$ cat src/rtl/core/csws_pkg.sv
// Shared types, constants and byte classes for the C source word scanner.
package csws_pkg;

  localparam int unsigned ByteW = 8;
  localparam int unsigned LenW  = 8;

  localparam logic [LenW-1:0] MaxLenReset = LenW'(99);

  localparam logic [ByteW-1:0] ChUnderscore = 8'h5F;
  localparam logic [ByteW-1:0] ChHash       = 8'h23;
  localparam logic [ByteW-1:0] ChStar       = 8'h2A;
  localparam logic [ByteW-1:0] ChSlash      = 8'h2F;
  localparam logic [ByteW-1:0] ChBackslash  = 8'h5C;
  localparam logic [ByteW-1:0] ChSquote     = 8'h27;
  localparam logic [ByteW-1:0] ChDquote     = 8'h22;

  typedef enum logic [6:0] {
    MODE_IDLE    = 7'b0000001,
    MODE_WORD    = 7'b0000010,
    MODE_LIT     = 7'b0000100,
    MODE_ESC     = 7'b0001000,
    MODE_SLASH   = 7'b0010000,
    MODE_COMMENT = 7'b0100000,
    MODE_STAR    = 7'b1000000
  } scan_mode_e;

  typedef struct packed {
    logic letter;
    logic digit;
    logic uscore;
    logic hash;
    logic squote;
    logic dquote;
    logic slash;
    logic star;
    logic bslash;
  } byte_class_t;

  typedef struct packed {
    scan_mode_e       mode;
    logic             quote_dq;
    logic [LenW-1:0]  tok_len;
    logic [ByteW-1:0] held;
    logic             held_vld;
  } scan_state_t;

  localparam scan_state_t ScanReset = '{
    mode:     MODE_IDLE,
    quote_dq: 1'b0,
    tok_len:  '0,
    held:     '0,
    held_vld: 1'b0
  };

endpackage

$ cat src/rtl/core/csws_classify.sv
// Byte classifier: decodes the character classes the scanner cares about.
module csws_classify (
  input  logic [csws_pkg::ByteW-1:0] byte_i,
  output csws_pkg::byte_class_t      class_o
);

  always_comb begin
    class_o.letter = ((byte_i >= 8'h41) && (byte_i <= 8'h5A)) ||
                     ((byte_i >= 8'h61) && (byte_i <= 8'h7A));
    class_o.digit  = (byte_i >= 8'h30) && (byte_i <= 8'h39);
    class_o.uscore = (byte_i == csws_pkg::ChUnderscore);
    class_o.hash   = (byte_i == csws_pkg::ChHash);
    class_o.squote = (byte_i == csws_pkg::ChSquote);
    class_o.dquote = (byte_i == csws_pkg::ChDquote);
    class_o.slash  = (byte_i == csws_pkg::ChSlash);
    class_o.star   = (byte_i == csws_pkg::ChStar);
    class_o.bslash = (byte_i == csws_pkg::ChBackslash);
  end

endmodule

$ cat src/rtl/core/csws_step.sv
// Next-state and output logic for one source byte.
module csws_step (
  input  csws_pkg::scan_state_t      state_i,
  input  logic [csws_pkg::ByteW-1:0] byte_i,
  input  csws_pkg::byte_class_t      class_i,
  input  logic                       end_i,
  input  logic [csws_pkg::LenW-1:0]  max_len_i,
  output csws_pkg::scan_state_t      state_o,
  output logic                       emit_o,
  output logic [csws_pkg::ByteW-1:0] word_byte_o,
  output logic                       word_last_o
);

  logic [csws_pkg::LenW-1:0] lim;
  logic                      cont;
  logic                      quote_hit;
  csws_pkg::scan_state_t     idle_st;

  assign lim       = (max_len_i == '0) ? csws_pkg::LenW'(1) : max_len_i;
  assign cont      = class_i.letter | class_i.digit | class_i.uscore;
  assign quote_hit = state_i.quote_dq ? class_i.dquote : class_i.squote;

  // Byte taken as if the scanner were idle.
  always_comb begin
    idle_st = csws_pkg::ScanReset;
    if (class_i.letter || class_i.uscore || class_i.hash) begin
      idle_st.mode     = csws_pkg::MODE_WORD;
      idle_st.held     = byte_i;
      idle_st.held_vld = 1'b1;
      idle_st.tok_len  = csws_pkg::LenW'(1);
    end else if (class_i.squote || class_i.dquote) begin
      idle_st.mode     = csws_pkg::MODE_LIT;
      idle_st.quote_dq = class_i.dquote;
      idle_st.tok_len  = csws_pkg::LenW'(1);
    end else if (class_i.slash) begin
      idle_st.mode     = csws_pkg::MODE_SLASH;
    end
  end

  always_comb begin
    state_o     = state_i;
    emit_o      = 1'b0;
    word_byte_o = state_i.held;
    word_last_o = 1'b1;
    if (end_i) begin
      emit_o  = state_i.held_vld;
      state_o = csws_pkg::ScanReset;
    end else begin
      case (state_i.mode)
        csws_pkg::MODE_WORD: begin
          emit_o = 1'b1;
          if (cont && (state_i.tok_len < lim)) begin
            word_last_o     = 1'b0;
            state_o.held    = byte_i;
            state_o.tok_len = state_i.tok_len + csws_pkg::LenW'(1);
          end else begin
            state_o = idle_st;
          end
        end
        csws_pkg::MODE_LIT: begin
          if (state_i.tok_len >= lim) begin
            state_o = idle_st;
          end else begin
            state_o.tok_len = state_i.tok_len + csws_pkg::LenW'(1);
            if (class_i.bslash) begin
              state_o.mode = csws_pkg::MODE_ESC;
            end else if (quote_hit) begin
              state_o = csws_pkg::ScanReset;
            end
          end
        end
        csws_pkg::MODE_ESC: begin
          state_o.mode = csws_pkg::MODE_LIT;
        end
        csws_pkg::MODE_SLASH: begin
          if (class_i.star) begin
            state_o.mode = csws_pkg::MODE_COMMENT;
          end else begin
            state_o = idle_st;
          end
        end
        csws_pkg::MODE_COMMENT: begin
          if (class_i.star) begin
            state_o.mode = csws_pkg::MODE_STAR;
          end
        end
        csws_pkg::MODE_STAR: begin
          if (class_i.slash) begin
            state_o = csws_pkg::ScanReset;
          end else if (!class_i.star) begin
            state_o.mode = csws_pkg::MODE_COMMENT;
          end
        end
        default: begin
          state_o = idle_st;
        end
      endcase
    end
  end

endmodule

$ cat src/rtl/core/c_source_word_scanner.sv
// Top level of the C source word scanner: state, limit and word registers.
//
// Scans C source text one byte per cycle when not stalled by in_ready_o and
// returns the bytes of each word (a letter, '_' or '#', then letters, digits
// or '_'), one byte per handshake, with word_last_o set on the final byte of
// each word. Whitespace and other bytes are dropped; quoted literals (with
// backslash escapes) and block comments are swallowed. One word byte is held
// inside until the next byte shows whether it ends its word, so output trails
// input by one byte. Words and literals are cut at cfg_data_i bytes (reset 99,
// 0 acts as 1); a new limit takes effect at the next byte. A byte with
// in_end_i set flushes the held byte and returns the scanner to idle.
// Throughput is one byte per cycle while in_ready_o is high: the mode update
// is a single pass of logic from the scan registers to the word register.
// in_ready_o follows word_ready_i while a word is waiting.
module c_source_word_scanner (
  input  logic                       clk_i,
  input  logic                       rst_ni,
  input  logic                       cfg_we_i,
  input  logic [csws_pkg::LenW-1:0]  cfg_data_i,
  input  logic                       in_valid_i,
  output logic                       in_ready_o,
  input  logic [csws_pkg::ByteW-1:0] in_byte_i,
  input  logic                       in_end_i,
  output logic                       word_valid_o,
  input  logic                       word_ready_i,
  output logic [csws_pkg::ByteW-1:0] word_byte_o,
  output logic                       word_last_o
);

  logic [csws_pkg::LenW-1:0]  max_len_q;
  csws_pkg::scan_state_t      state_q, state_d;
  csws_pkg::byte_class_t      in_class;
  logic                       emit;
  logic [csws_pkg::ByteW-1:0] step_byte;
  logic                       step_last;
  logic                       in_fire;
  logic                       out_vld_q, out_vld_d;
  logic [csws_pkg::ByteW-1:0] out_byte_q, out_byte_d;
  logic                       out_last_q, out_last_d;

  // Take a byte whenever the word register is free or being drained.
  assign in_ready_o = !out_vld_q || word_ready_i;
  assign in_fire    = in_valid_i && in_ready_o;

  csws_classify u_classify (
    .byte_i  (in_byte_i),
    .class_o (in_class)
  );

  csws_step u_step (
    .state_i     (state_q),
    .byte_i      (in_byte_i),
    .class_i     (in_class),
    .end_i       (in_end_i),
    .max_len_i   (max_len_q),
    .state_o     (state_d),
    .emit_o      (emit),
    .word_byte_o (step_byte),
    .word_last_o (step_last)
  );

  // Word register: loaded on an accepted byte, else cleared once taken.
  always_comb begin
    out_vld_d  = out_vld_q;
    out_byte_d = out_byte_q;
    out_last_d = out_last_q;
    if (in_fire) begin
      out_vld_d  = emit;
      out_byte_d = step_byte;
      out_last_d = step_last;
    end else if (word_ready_i) begin
      out_vld_d  = 1'b0;
    end
  end

  always_ff @(posedge clk_i or negedge rst_ni) begin
    if (!rst_ni) begin
      max_len_q <= csws_pkg::MaxLenReset;
      state_q   <= csws_pkg::ScanReset;
      out_vld_q <= 1'b0;
    end else begin
      if (cfg_we_i) begin
        max_len_q <= cfg_data_i;
      end
      if (in_fire) begin
        state_q <= state_d;
      end
      out_vld_q <= out_vld_d;
    end
  end

  always_ff @(posedge clk_i) begin
    out_byte_q <= out_byte_d;
    out_last_q <= out_last_d;
  end

  assign word_valid_o = out_vld_q;
  assign word_byte_o  = out_byte_q;
  assign word_last_o  = out_last_q;

endmodule
$ cat config.mk
export PLATFORM = sky130hd
export DESIGN_NAME = c_source_word_scanner
export DESIGN_NICKNAME = d
export VERILOG_FILES = /design/src/rtl/core/csws_pkg.sv /design/src/rtl/core/csws_classify.sv /design/src/rtl/core/csws_step.sv /design/src/rtl/core/c_source_word_scanner.sv
export SDC_FILE = /design/constraint.sdc
export NUM_CORES = 1
export LEC_CHECK = 0
export ABC_AREA = 1
export BUFFER_PORTS_ARGS = -buffer_cell sky130_fd_sc_hd__buf_2
export CAP_MARGIN = 15
export CORE_AREA = 2 2 69 88
export DETAILED_ROUTE_END_ITERATION = 16
export DIE_AREA = 0 0 71 90
export PLACE_DENSITY = 0.66
export SYNTH_ARGS = -nofsm -noshare
export SYNTH_HDL_FRONTEND = slang
export SYNTH_SLANG_ARGS = --single-unit
$ cat constraint.sdc
create_clock -name clk_i -period 2.85 [get_ports clk_i]
set_clock_uncertainty 0.2 [all_clocks]
set_input_delay 0.285 -clock clk_i [delete_from_list [all_inputs] [get_ports clk_i]]
set_output_delay 0.285 -clock clk_i [all_outputs]
set_load 0.1 [all_outputs]
==> reports/qor.yml, run 1 <==
outcome: "completed"
arrival_ns: 2.48
top_usage_layer: "met2"
reg2reg_to: "state_q[0]"
synth-main-ff-cell: "dfrtp_1"
gp_congestion: 0.9452
yosysWarnings: 0
final_nets: 450
placed_area_sq_um: 2934
clock-sinks: 43
syn-num-nets: 407
clock_latency_ns: 0.30
crit_type: "reg2reg"
min_to: "max_len_q[2]"
period_share_pct: 85.66
ys_seq_area_share_pct: 41.83
grt_pass1_wl_um: 10510
drtAntennaViolNets: 0
max_freq_mhz: 409.6
synthArstFlopShare_pct: 79.07
rows: 31
dieArea_sq_um: 6390
power_leakage_nw: 1.592
start_util_pct: 47.92
avgSynthCellArea_sq_um: 7.168
hold_viol: 0
num_antenna_cells: 0
vias_per_cell: 4.940
use_met1_pct: 23.50
firstDrtPassIters: 4
irDropWorstVdd_uv: 241.5
min_period_ns: 2.441
hold_class: "in2reg"
vias: 2401
critical_path_required_ns: 2.89
powerDensity_nw_per_um2: 427.0
synth-seq-cells: 43
cts_root_buffer: "clkbuf_8"
cts-resized-gates: 0
netlist_instances: 376
grt_util_met3_pct: 2.915
drt_wl_total_um: 5991
regArea_sq_um: 1127
r2r-start: "max_len_q[5]"
worst_slew_pin_slew_ns: 0.7654
drtIter0Drc: 89
cts_buffers: 5
drive_gt1_share_pct: 17.38
worst_hold_slack_ns: 0.005136
setup_viol: 0
rsz0062_at_grt: "no"
syn_area_sq_um: 2695
die_y_um: 90
final_cell_area_sq_um: 3069
grt_usage_pct: 20.34
globalRouteOverflowTotal: 0
grt_max_degree: 35
synth_cell_types: 33
route.detailed.drc: 0
holdPathStages: 3
io_buffers: 32
dp_hpwl_um: 4691
grt_util_met2_pct: 38.40
maxCapViolCount: 0
min_from: "cfg_data_i[2]"
cp-start-kind: "flip-flop"
ios: 33
endpoint_kind: "flip-flop"
area_growth_pct: 13.88
crit_fanout: 4
die_w_um: 71
rrSetupSlack_ns: 0.41
synth-edff-count: 9
detail_route.wl_per_cell_um: 12.33
multi_input_area_sq_um: 1354
max_slew_margin_pct: 48.98
clkTransAtPathRegs_ns: 0.09
antenna_found_initial: 0
htreeDepth: 2
cts_tree: "built"
tns_ns: 0
worst-r2r-cell-count: 18
cts.path.max_buffers: 2
coreArea_sq_um: 5624
fin_util_pct: 54.57
slew_violations: 0
grt_pass1_vias: 2373
fill_cells: 545
[worst max path at each step]
stage / startpoint / endpoint
6_report: max_len_q[5] / state_q[0]
5_1_grt: max_len_q[5] / state_q[17]
4_1_cts: max_len_q[2] / state_q[0]
3_5_place_dp: max_len_q[2] / state_q[19]
3_3_place_gp: max_len_q[3] / state_q[0]
2_1_floorplan: word_valid_o / state_q[11]
[critical path: stages, from the launching register on]
cell and delay [ns]:
dfstp_2 0.37, inv_1 0.08, nand4_1 0.10, o41ai_1 0.25, ha_1 0.20, inv_1 0.04, nand2_1 0.04, nand2_1 0.04
nand2_1 0.05, nand2_1 0.06, nand2_1 0.07, nand3_1 0.14, nor2_2 0.17, nand2_2 0.10, nand2_1 0.14, nand2_1 0.11
nand2_1 0.10, nand2_1 0.05, nand2_1 0.05
[flip-flops by register name, indices dropped and copies added (netlist names)]
signal and count:
word_byte_o 8, word_valid_o 1, max_len_q 8, state_q 25
word_last_o 1
[synth_stat cells (all sizes together) (2+ instances only)]
library cell,number,area [sq um]
nand4,10,68.81
nor3,4,25.02
nand3,28,155.2
edfxtp,9,270.3
dfstp,5,131.4
clkbuf,2,7.510
dfrtp,29,725.7
nand2,144,555.5
o21ai,22,125.1
a21oi,5,25.02
xor2,3,26.28
ha,9,112.6
nor2,47,206.5
buf,2,18.77
inv,50,187.7
[placed cells by master, fill, tap and decap left out, types with 4 or more instances in the layout]
| cell type | n |
|---|---|
| nand2_1 | 138 |
| inv_1 | 46 |
| nor2_1 | 39 |
| buf_2 | 32 |
| dfrtp_1 | 29 |
| nand3_1 | 25 |
| o21ai_0 | 12 |
| nand4_1 | 9 |
| ha_1 | 9 |
| edfxtp_1 | 9 |
| o21ai_1 | 8 |
| nor2_2 | 6 |
| nand2_2 | 6 |
| a21oi_1 | 5 |
| clkbuf_8 | 5 |
| dlygate4sd3_1 | 5 |
| dfstp_2 | 5 |
| inv_2 | 4 |
[per-layer routing]
layer	vias up	wire, um
met3	7	157
met2	34	3168
li1	1277	-
met4	0	68
met5	-	0
met1	1083	2596
[cell type report]
type                       count  area share [%]
clock inverter                 2          0.4077
clock buffer                   6           2.364
multi-input combinational    279           44.11
timing repair buffer          40           7.583
sequential                    43           36.73
inverter                      50           6.115
tap                           66           2.691
[report_power, final]
| part | switching [W] | total (W) | internal (W) |
|---|---|---|---|
| Combinational | 0.000188 | 0.000251 | 0.0000629 |
| Clock | 0.000213 | 0.000384 | 0.000171 |
| Sequential | 0.0000130 | 0.000675 | 0.000662 |
[per-stage QoR]
stage	total power (W)	worst slack (ns)	instances
6_report	0.001310	0.4087	486
5_1_grt	0.001377	0.1217	486
3_3_place_gp	0.0009332	0.4342	473
3_5_place_dp	0.0009359	0.3938	473
4_1_cts	0.001323	0.3843	486
2_1_floorplan	0.0008659	0.06747	376
[logic make-up (layout without fill, tap and decap cells)]
logic type | count (synthesis) | in the layout | synth area share [%]
fa+ha+maj | 9 | 9 | 4.178
compound gates | 31 | 31 | 6.779
flops | 43 | 43 | 41.83
xor+xnor | 3 | 3 | 0.9751
simple gates | 236 | 236 | 38.30
buf+inv | 54 | 98 | 7.939
[what timing repair did]
action,CTS,global route
buffers inserted,0,0
endpoints found under the hold margin,33,0
hold buffers,5,0
Power figures use the tool's default switching activity.
==> run 2, diff against run 1 <==
ABC_AREA = not set   (was 1)
CORE_AREA = 2 2 66 83   (was 2 2 69 88)
DIE_AREA = 0 0 68 85   (was 0 0 71 90)
PLACE_DENSITY = 0.67   (was 0.66)
==> run 2 against run 1 <==
The run now ends with negative hold slack, negative setup slack left. First-iteration DRC count grew 53%. Core utilization is 5.9 points higher. Register-to-register slack worse by 0.44 ns. Critical path depth is 8 lower. Combinational power fell by 7%. Maximum frequency down 15%. Sequential share of layout area increased by 0.51 points. Global-route usage is 0.47 points higher. Design area fell by 1.3%. Worst hold slack lost 0.0068 ns. Largest cell class unchanged. Sequential power hardly changed. Highest routed layer unchanged.
==> reports/qor.yml, run 2 <==
arrival_ns: 2.92
most-common-layout-cells: "buf_2, dfrtp_1, nand2_1"
grt_pass1_wl_um: 9232
avgSynthCellArea_sq_um: 10.20
rsz0062_at_grt: "yes"
critPathMaxStageDelay_ns: 0.56
coreArea_sq_um: 5007
yosysWarnings: 0
dp_worst_setup_slack_ns: -0.08862
violations: "negative hold slack, negative setup slack"
yosysMostFrequentCell: "dfrtp_1"
ios: 33
outcome: "finished with violations"
syn-num-nets: 267
top_register: "state_q"
synth_top_area_share_pct: 30.15
ys_seq_area_share_pct: 46.83
area_growth_pct: 25.88
worst_slew_pin_slew_ns: 0.7702
period_share_pct: 100.9
powerDensity_nw_per_um2: 434.3
combPwrFrac_pct: 17.7
internal_power_w: 0.0009124
final_common_cell: "buf_2"
hold_class: "in2reg"
clock_latency_ns: 0.30
vias: 2061
cts.path.max_buffers: 2
synth_area_leaders: "dfrtp_1, edfxtp_1, dfstp_2, ha_1, a22o_1"
crit_type: "reg2reg"
pwr-share-clk_pct: 31.1
vias_per_cell: 5.693
start_util_pct: 48.08
tns_ns: -0.1329
cp-start-kind: "flip-flop"
synth-seq-cells: 43
synthArstFlopShare_pct: 79.07
irDropWorstVdd_uv: 232.3
timing.final.ws_setup_ns: -0.02646
synth_area_leader_cell: "dfrtp_1"
endpoint_kind: "flip-flop"
drtAntennaViolNets: 0
num_antenna_cells: 0
grt_pass1_vias: 1979
route.detailed.drc: 0
p_seq_share_pct: 51.2
path_cells: "nor4_2 > a41o_1 > ha_1 > nand4_1 > a31oi_2 > nor3_2 > or3_4 > a2111oi_4 > buf_4 > a22o_1"
critical_path_required_ns: 2.89
globalRouteOverflowTotal: 0
fin_util_pct: 60.52
setup_viol: 7
grt_max_degree: 35
crit_fanout: 7
slew_violations: 0
cp_num_buf_inv: 1
dp_hpwl_um: 4114
min_period_ns: 2.876
firstDrtPassIters: 4
power_leakage_nw: 1.373
rows: 29
switching_share_pct: 30.68
final_nets: 330
drt_wl_total_um: 5607
crit_family: "compound AO/OA/AOI/OAI gates"
die_w_um: 68
hold_viol: 1
htreeDepth: 2
antenna_found_initial: 0
max_freq_mhz: 347.7
io_buffers: 32
synth_common_cells: "dfrtp_1, nand2_1, inv_1"
netSwitchingPower_w: 0.0004038
grt_usage_pct: 20.81
dieArea_sq_um: 5780
drtIter0Drc: 136
drive_gt1_share_pct: 31.00
die_y_um: 85
maxCapViolCount: 0
clkTransAtPathRegs_ns: 0.09
synth_cell_types: 55
cts_root_buffer: "clkbuf_8"
netlist_instances: 236
max_slew_margin_pct: 48.65
clock-sinks: 43
synth-edff-count: 9
largest_reg_flops: 25
critPathSlowestCell: "dfstp_2"
synth-main-ff-cell: "dfrtp_1"
gp_congestion: 0.8748
worst_hold_slack_ns: -0.001666
cts_tree: "built"
cts_buffers: 5
syn_area_sq_um: 2407
detail_route.wl_per_cell_um: 15.49
run 2: routing by layer:
metal | up-vias | track usage [%] | part of all wire [%]
li1 | 1008 | - | -
met1 | 995 | 27.14 | 44
met2 | 52 | 34.51 | 51
met3 | 6 | 3.448 | 3.8
met4 | 0 | 6.909 | 1.3
met5 | - | 0 | 0
run 2: cell type report:
type,count,area (sq um)
clock buffer,5,68.82
clock inverter,3,23.77
fill,430,1977
inverter,14,52.55
multi-input combinational,173,1272
sequential,43,1129
tap,62,77.57
timing repair buffer,62,406.6
run 2: kinds of logic (layout without fill, tap and decap cells):
family | after synthesis | in the layout | synth area share [%]
simple gates | 87 | 87 | 20.37
fa+ha+maj | 9 | 9 | 4.678
xor+xnor | 2 | 2 | 0.7278
buf+inv | 20 | 84 | 3.222
compound gates | 64 | 64 | 19.23
mux | 11 | 11 | 4.937
flops | 43 | 43 | 46.83
run 2: worst register-to-register path: cells and delay by family (launching register included):
| family | cells | cell delay, ns |
|---|---|---|
| adder cells (fa/ha/maj) | 1 | 0.27 |
| flip-flops | 1 | 0.56 |
| buffers and inverters | 1 | 0.20 |
| AND/OR/NAND/NOR | 4 | 0.65 |
| AO/OA/AOI/OAI | 4 | 0.94 |
run 2: worst paths after layout:
path                          startpoint              to  slack, ns  cells past startpoint
max                         max_len_q[6]      state_q[7]      -0.03                     10
min                        cfg_data_i[4]    max_len_q[4]     -0.002                      3
max reg2reg                 max_len_q[6]      state_q[7]      -0.03                     10
min reg2reg                   state_q[3]  word_byte_o[2]       0.25                      0
max in group asynchronous         rst_ni    word_valid_o       1.54                      2
min in group asynchronous         rst_ni     state_q[19]       0.39                      2
run 2: repair_timing:
action / in CTS / in global routing
hold endpoints to repair: 35 / 0
endpoints found under the setup margin: 14 / 21
setup buffers: 0 / 5
pin swaps: 1 / 9
hold buffers: 7 / 0
gates resized for setup: 3 / 13
run 2: power groups by stage:
stage	clock network [W]	logic, W	registers [W]
CTS	0.000416	0.000228	0.000673
global placement	0	0.000217	0.000684
floorplan	0	0.0000890	0.000741
finish	0.000409	0.000233	0.000674
detailed placement	0	0.000218	0.000685
global route	0.000443	0.000255	0.000678
run 2: per-stage QoR:
stage	power [W]	hold slack (ns)	std cells	instance area (sq um)
after detailed placement	0.0009033	0.2034	342	2764
after floorplan	0.0008304	-0.2106	236	2416
after global placement	0.0009011	0.2066	342	2764
after CTS	0.001317	0.001194	357	2939
after global routing	0.001376	0.009332	362	3030
final	0.001316	-0.001666	362	3030
==> run 3, diff against run 2 <==
SETUP_SLACK_MARGIN = 0.1   (was not set)
==> run 3 against run 2 <==
The flow finishes with violations (negative setup slack). Critical path depth up 1. Non-clock buffer count up 2. Sequential share of layout area down 1.1 points. Die area unchanged. Clock power down 2%. Critical endpoint is now state_q[4]. Largest cell class unchanged. Highest routed layer unchanged.
==> reports/qor.yml, run 3 (synthesis gave the netlist of run 2 again) <==
grt_max_degree: 35
start_util_pct: 48.08
powerDensity_nw_per_um2: 424.1
power_leakage_nw: 1.390
critPathSlowestCell: "a2111o_1"
hold_class: "in2reg"
cp-start-kind: "flip-flop"
vias_per_cell: 5.742
dp_hpwl_um: 4093
num_antenna_cells: 0
globalRouteOverflowTotal: 0
clock-sinks: 43
irDropWorstVdd_uv: 223.7
route.detailed.drc: 0
final_cell_count_no_fill: 364
crit_family: "compound AO/OA/AOI/OAI gates"
switching_share_pct: 30.59
detail_route.wl_per_cell_um: 15.78
arrival_ns: 2.99
combPwrFrac_pct: 19.0
drt_wl_total_um: 5745
cts.path.max_buffers: 2
path_cells: "nor4_2 > a41o_1 > ha_4 > nor2b_2 > o211ai_1 > buf_4 > a21oi_2 > a2111o_1 > a2111oi_4 > buf_4 > a22o_1"
final_nets: 332
slew_violations: 0
tns_ns: -0.5957
htreeDepth: 2
crit_type: "reg2reg"
critPathMaxStageDelay_ns: 0.45
worst_slew_pin_slew_ns: 0.9124
outcome: "finished with violations"
max_freq_mhz: 339.0
critical_path_required_ns: 2.89
grt_pass1_wl_um: 9142
cp_num_buf_inv: 2
r2r-start: "max_len_q[5]"
min_from: "cfg_data_i[6]"
rsz0062_at_grt: "yes"
ios: 33
grt_pass1_vias: 1980
final_common_cell: "buf_2"
endpoint_kind: "flip-flop"
maxCapViolCount: 0
placed_cells: 343
rows: 29
grt_usage_pct: 20.67
min_period_ns: 2.950
hold_viol: 0
pwr-share-clk_pct: 30.2
violations: "negative setup slack"
io_buffers: 32
antenna_found_initial: 0
drtAntennaViolNets: 0
cts_root_buffer: "clkbuf_8"
internal_power_w: 0.0009222
drive_gt1_share_pct: 35.76
startpoint: "max_len_q[5]"
firstDrtPassIters: 4
die_w_um: 68
most-common-layout-cells: "buf_2, dfrtp_1, nand2_1, buf_4"
gp_congestion: 0.8917
worst_hold_slack_ns: 0.008588
clkTransAtPathRegs_ns: 0.09
period_share_pct: 103.5
coreArea_sq_um: 5007
die_y_um: 85
p_seq_share_pct: 50.8
cp_common_cell: "buf_4"
area_growth_pct: 30.15
drtIter0Drc: 154
top_register: "state_q"
vias: 2090
dieArea_sq_um: 5780
timing.final.ws_setup_ns: -0.09999
max_slew_margin_pct: 39.17
clock_latency_ns: 0.30
cts_buffers: 5
netSwitchingPower_w: 0.0004065
fill_cells: 421
crit_fanout: 7
setup_viol: 10
largest_reg_flops: 25
cts_tree: "built"
==> run 3: worst reg2reg max path, cell delays in order (launching register included) <==
cell and delay [ns]:
dfstp_2 0.38, nor4_2 0.25, a41o_1 0.23, ha_4 0.13, nor2b_2 0.03, o211ai_1 0.28, buf_4 0.18, a21oi_2 0.06
a2111o_1 0.45, a2111oi_4 0.32, buf_4 0.21, a22o_1 0.16
==> run 3: final cells by class <==
cell class	count	area [sq um]	area share [%]
multi-input combinational	173	1353	43.17
sequential	43	1131	36.10
timing repair buffer	64	425.4	13.58
tap	62	77.57	2.476
clock buffer	5	68.82	2.196
inverter	14	52.55	1.677
clock inverter	3	25.02	0.7987
==> run 3: power groups by stage <==
| stage | combinational [W] | clock, W | sequential (W) |
|---|---|---|---|
| CTS | 0.000233 | 0.000408 | 0.000674 |
| global route | 0.000275 | 0.000440 | 0.000678 |
| finish | 0.000253 | 0.000402 | 0.000675 |
| global placement | 0.000217 | 0 | 0.000684 |
| detailed placement | 0.000219 | 0 | 0.000686 |
| floorplan | 0.0000900 | 0 | 0.000742 |
==> run 3: worst paths after layout <==
path / endpoint / depth (start not counted) / slack (ns)
max in group asynchronous: word_valid_o / 2 / 1.50
max: state_q[4] / 11 / -0.1
max reg2reg: state_q[4] / 11 / -0.1
min reg2reg: word_byte_o[7] / 0 / 0.25
min in group asynchronous: state_q[0] / 2 / 0.39
min: max_len_q[6] / 3 / 0.009
==> run 3: through the flow <==
step | setup slack (ns) | util, % | area (sq um) | power (W)
6_report | -0.09999 | 62.57 | 3133 | 0.001329
3_5_place_dp | -0.1175 | 55.52 | 2780 | 0.0009046
5_1_grt | -0.2292 | 62.57 | 3133 | 0.001393
4_1_cts | -0.05315 | 59.75 | 2992 | 0.001315
2_1_floorplan | 0.08877 | - | 2425 | 0.0008318
3_3_place_gp | -0.01066 | 55.52 | 2780 | 0.0009016
==> run 3: per-layer routing <==
layer | up-vias | GRT usage (%) | wire length [um]
met2 | 47 | 32.66 | 2898
met5 | - | 0 | 0
met4 | 0 | 8.364 | 111
li1 | 1021 | - | -
met3 | 13 | 2.918 | 211
met1 | 1009 | 28.15 | 2523
==> run 3: timing repair <==
action | 4_1_cts | 5_1_grt
hold buffers | 7 | 0
endpoints found under the setup margin | 22 | 26
pin swaps | 9 | 21
resized for setup | 7 | 25
hold endpoints to repair | 35 | 0
gates cloned | 0 | 0
buffers inserted | 2 | 4
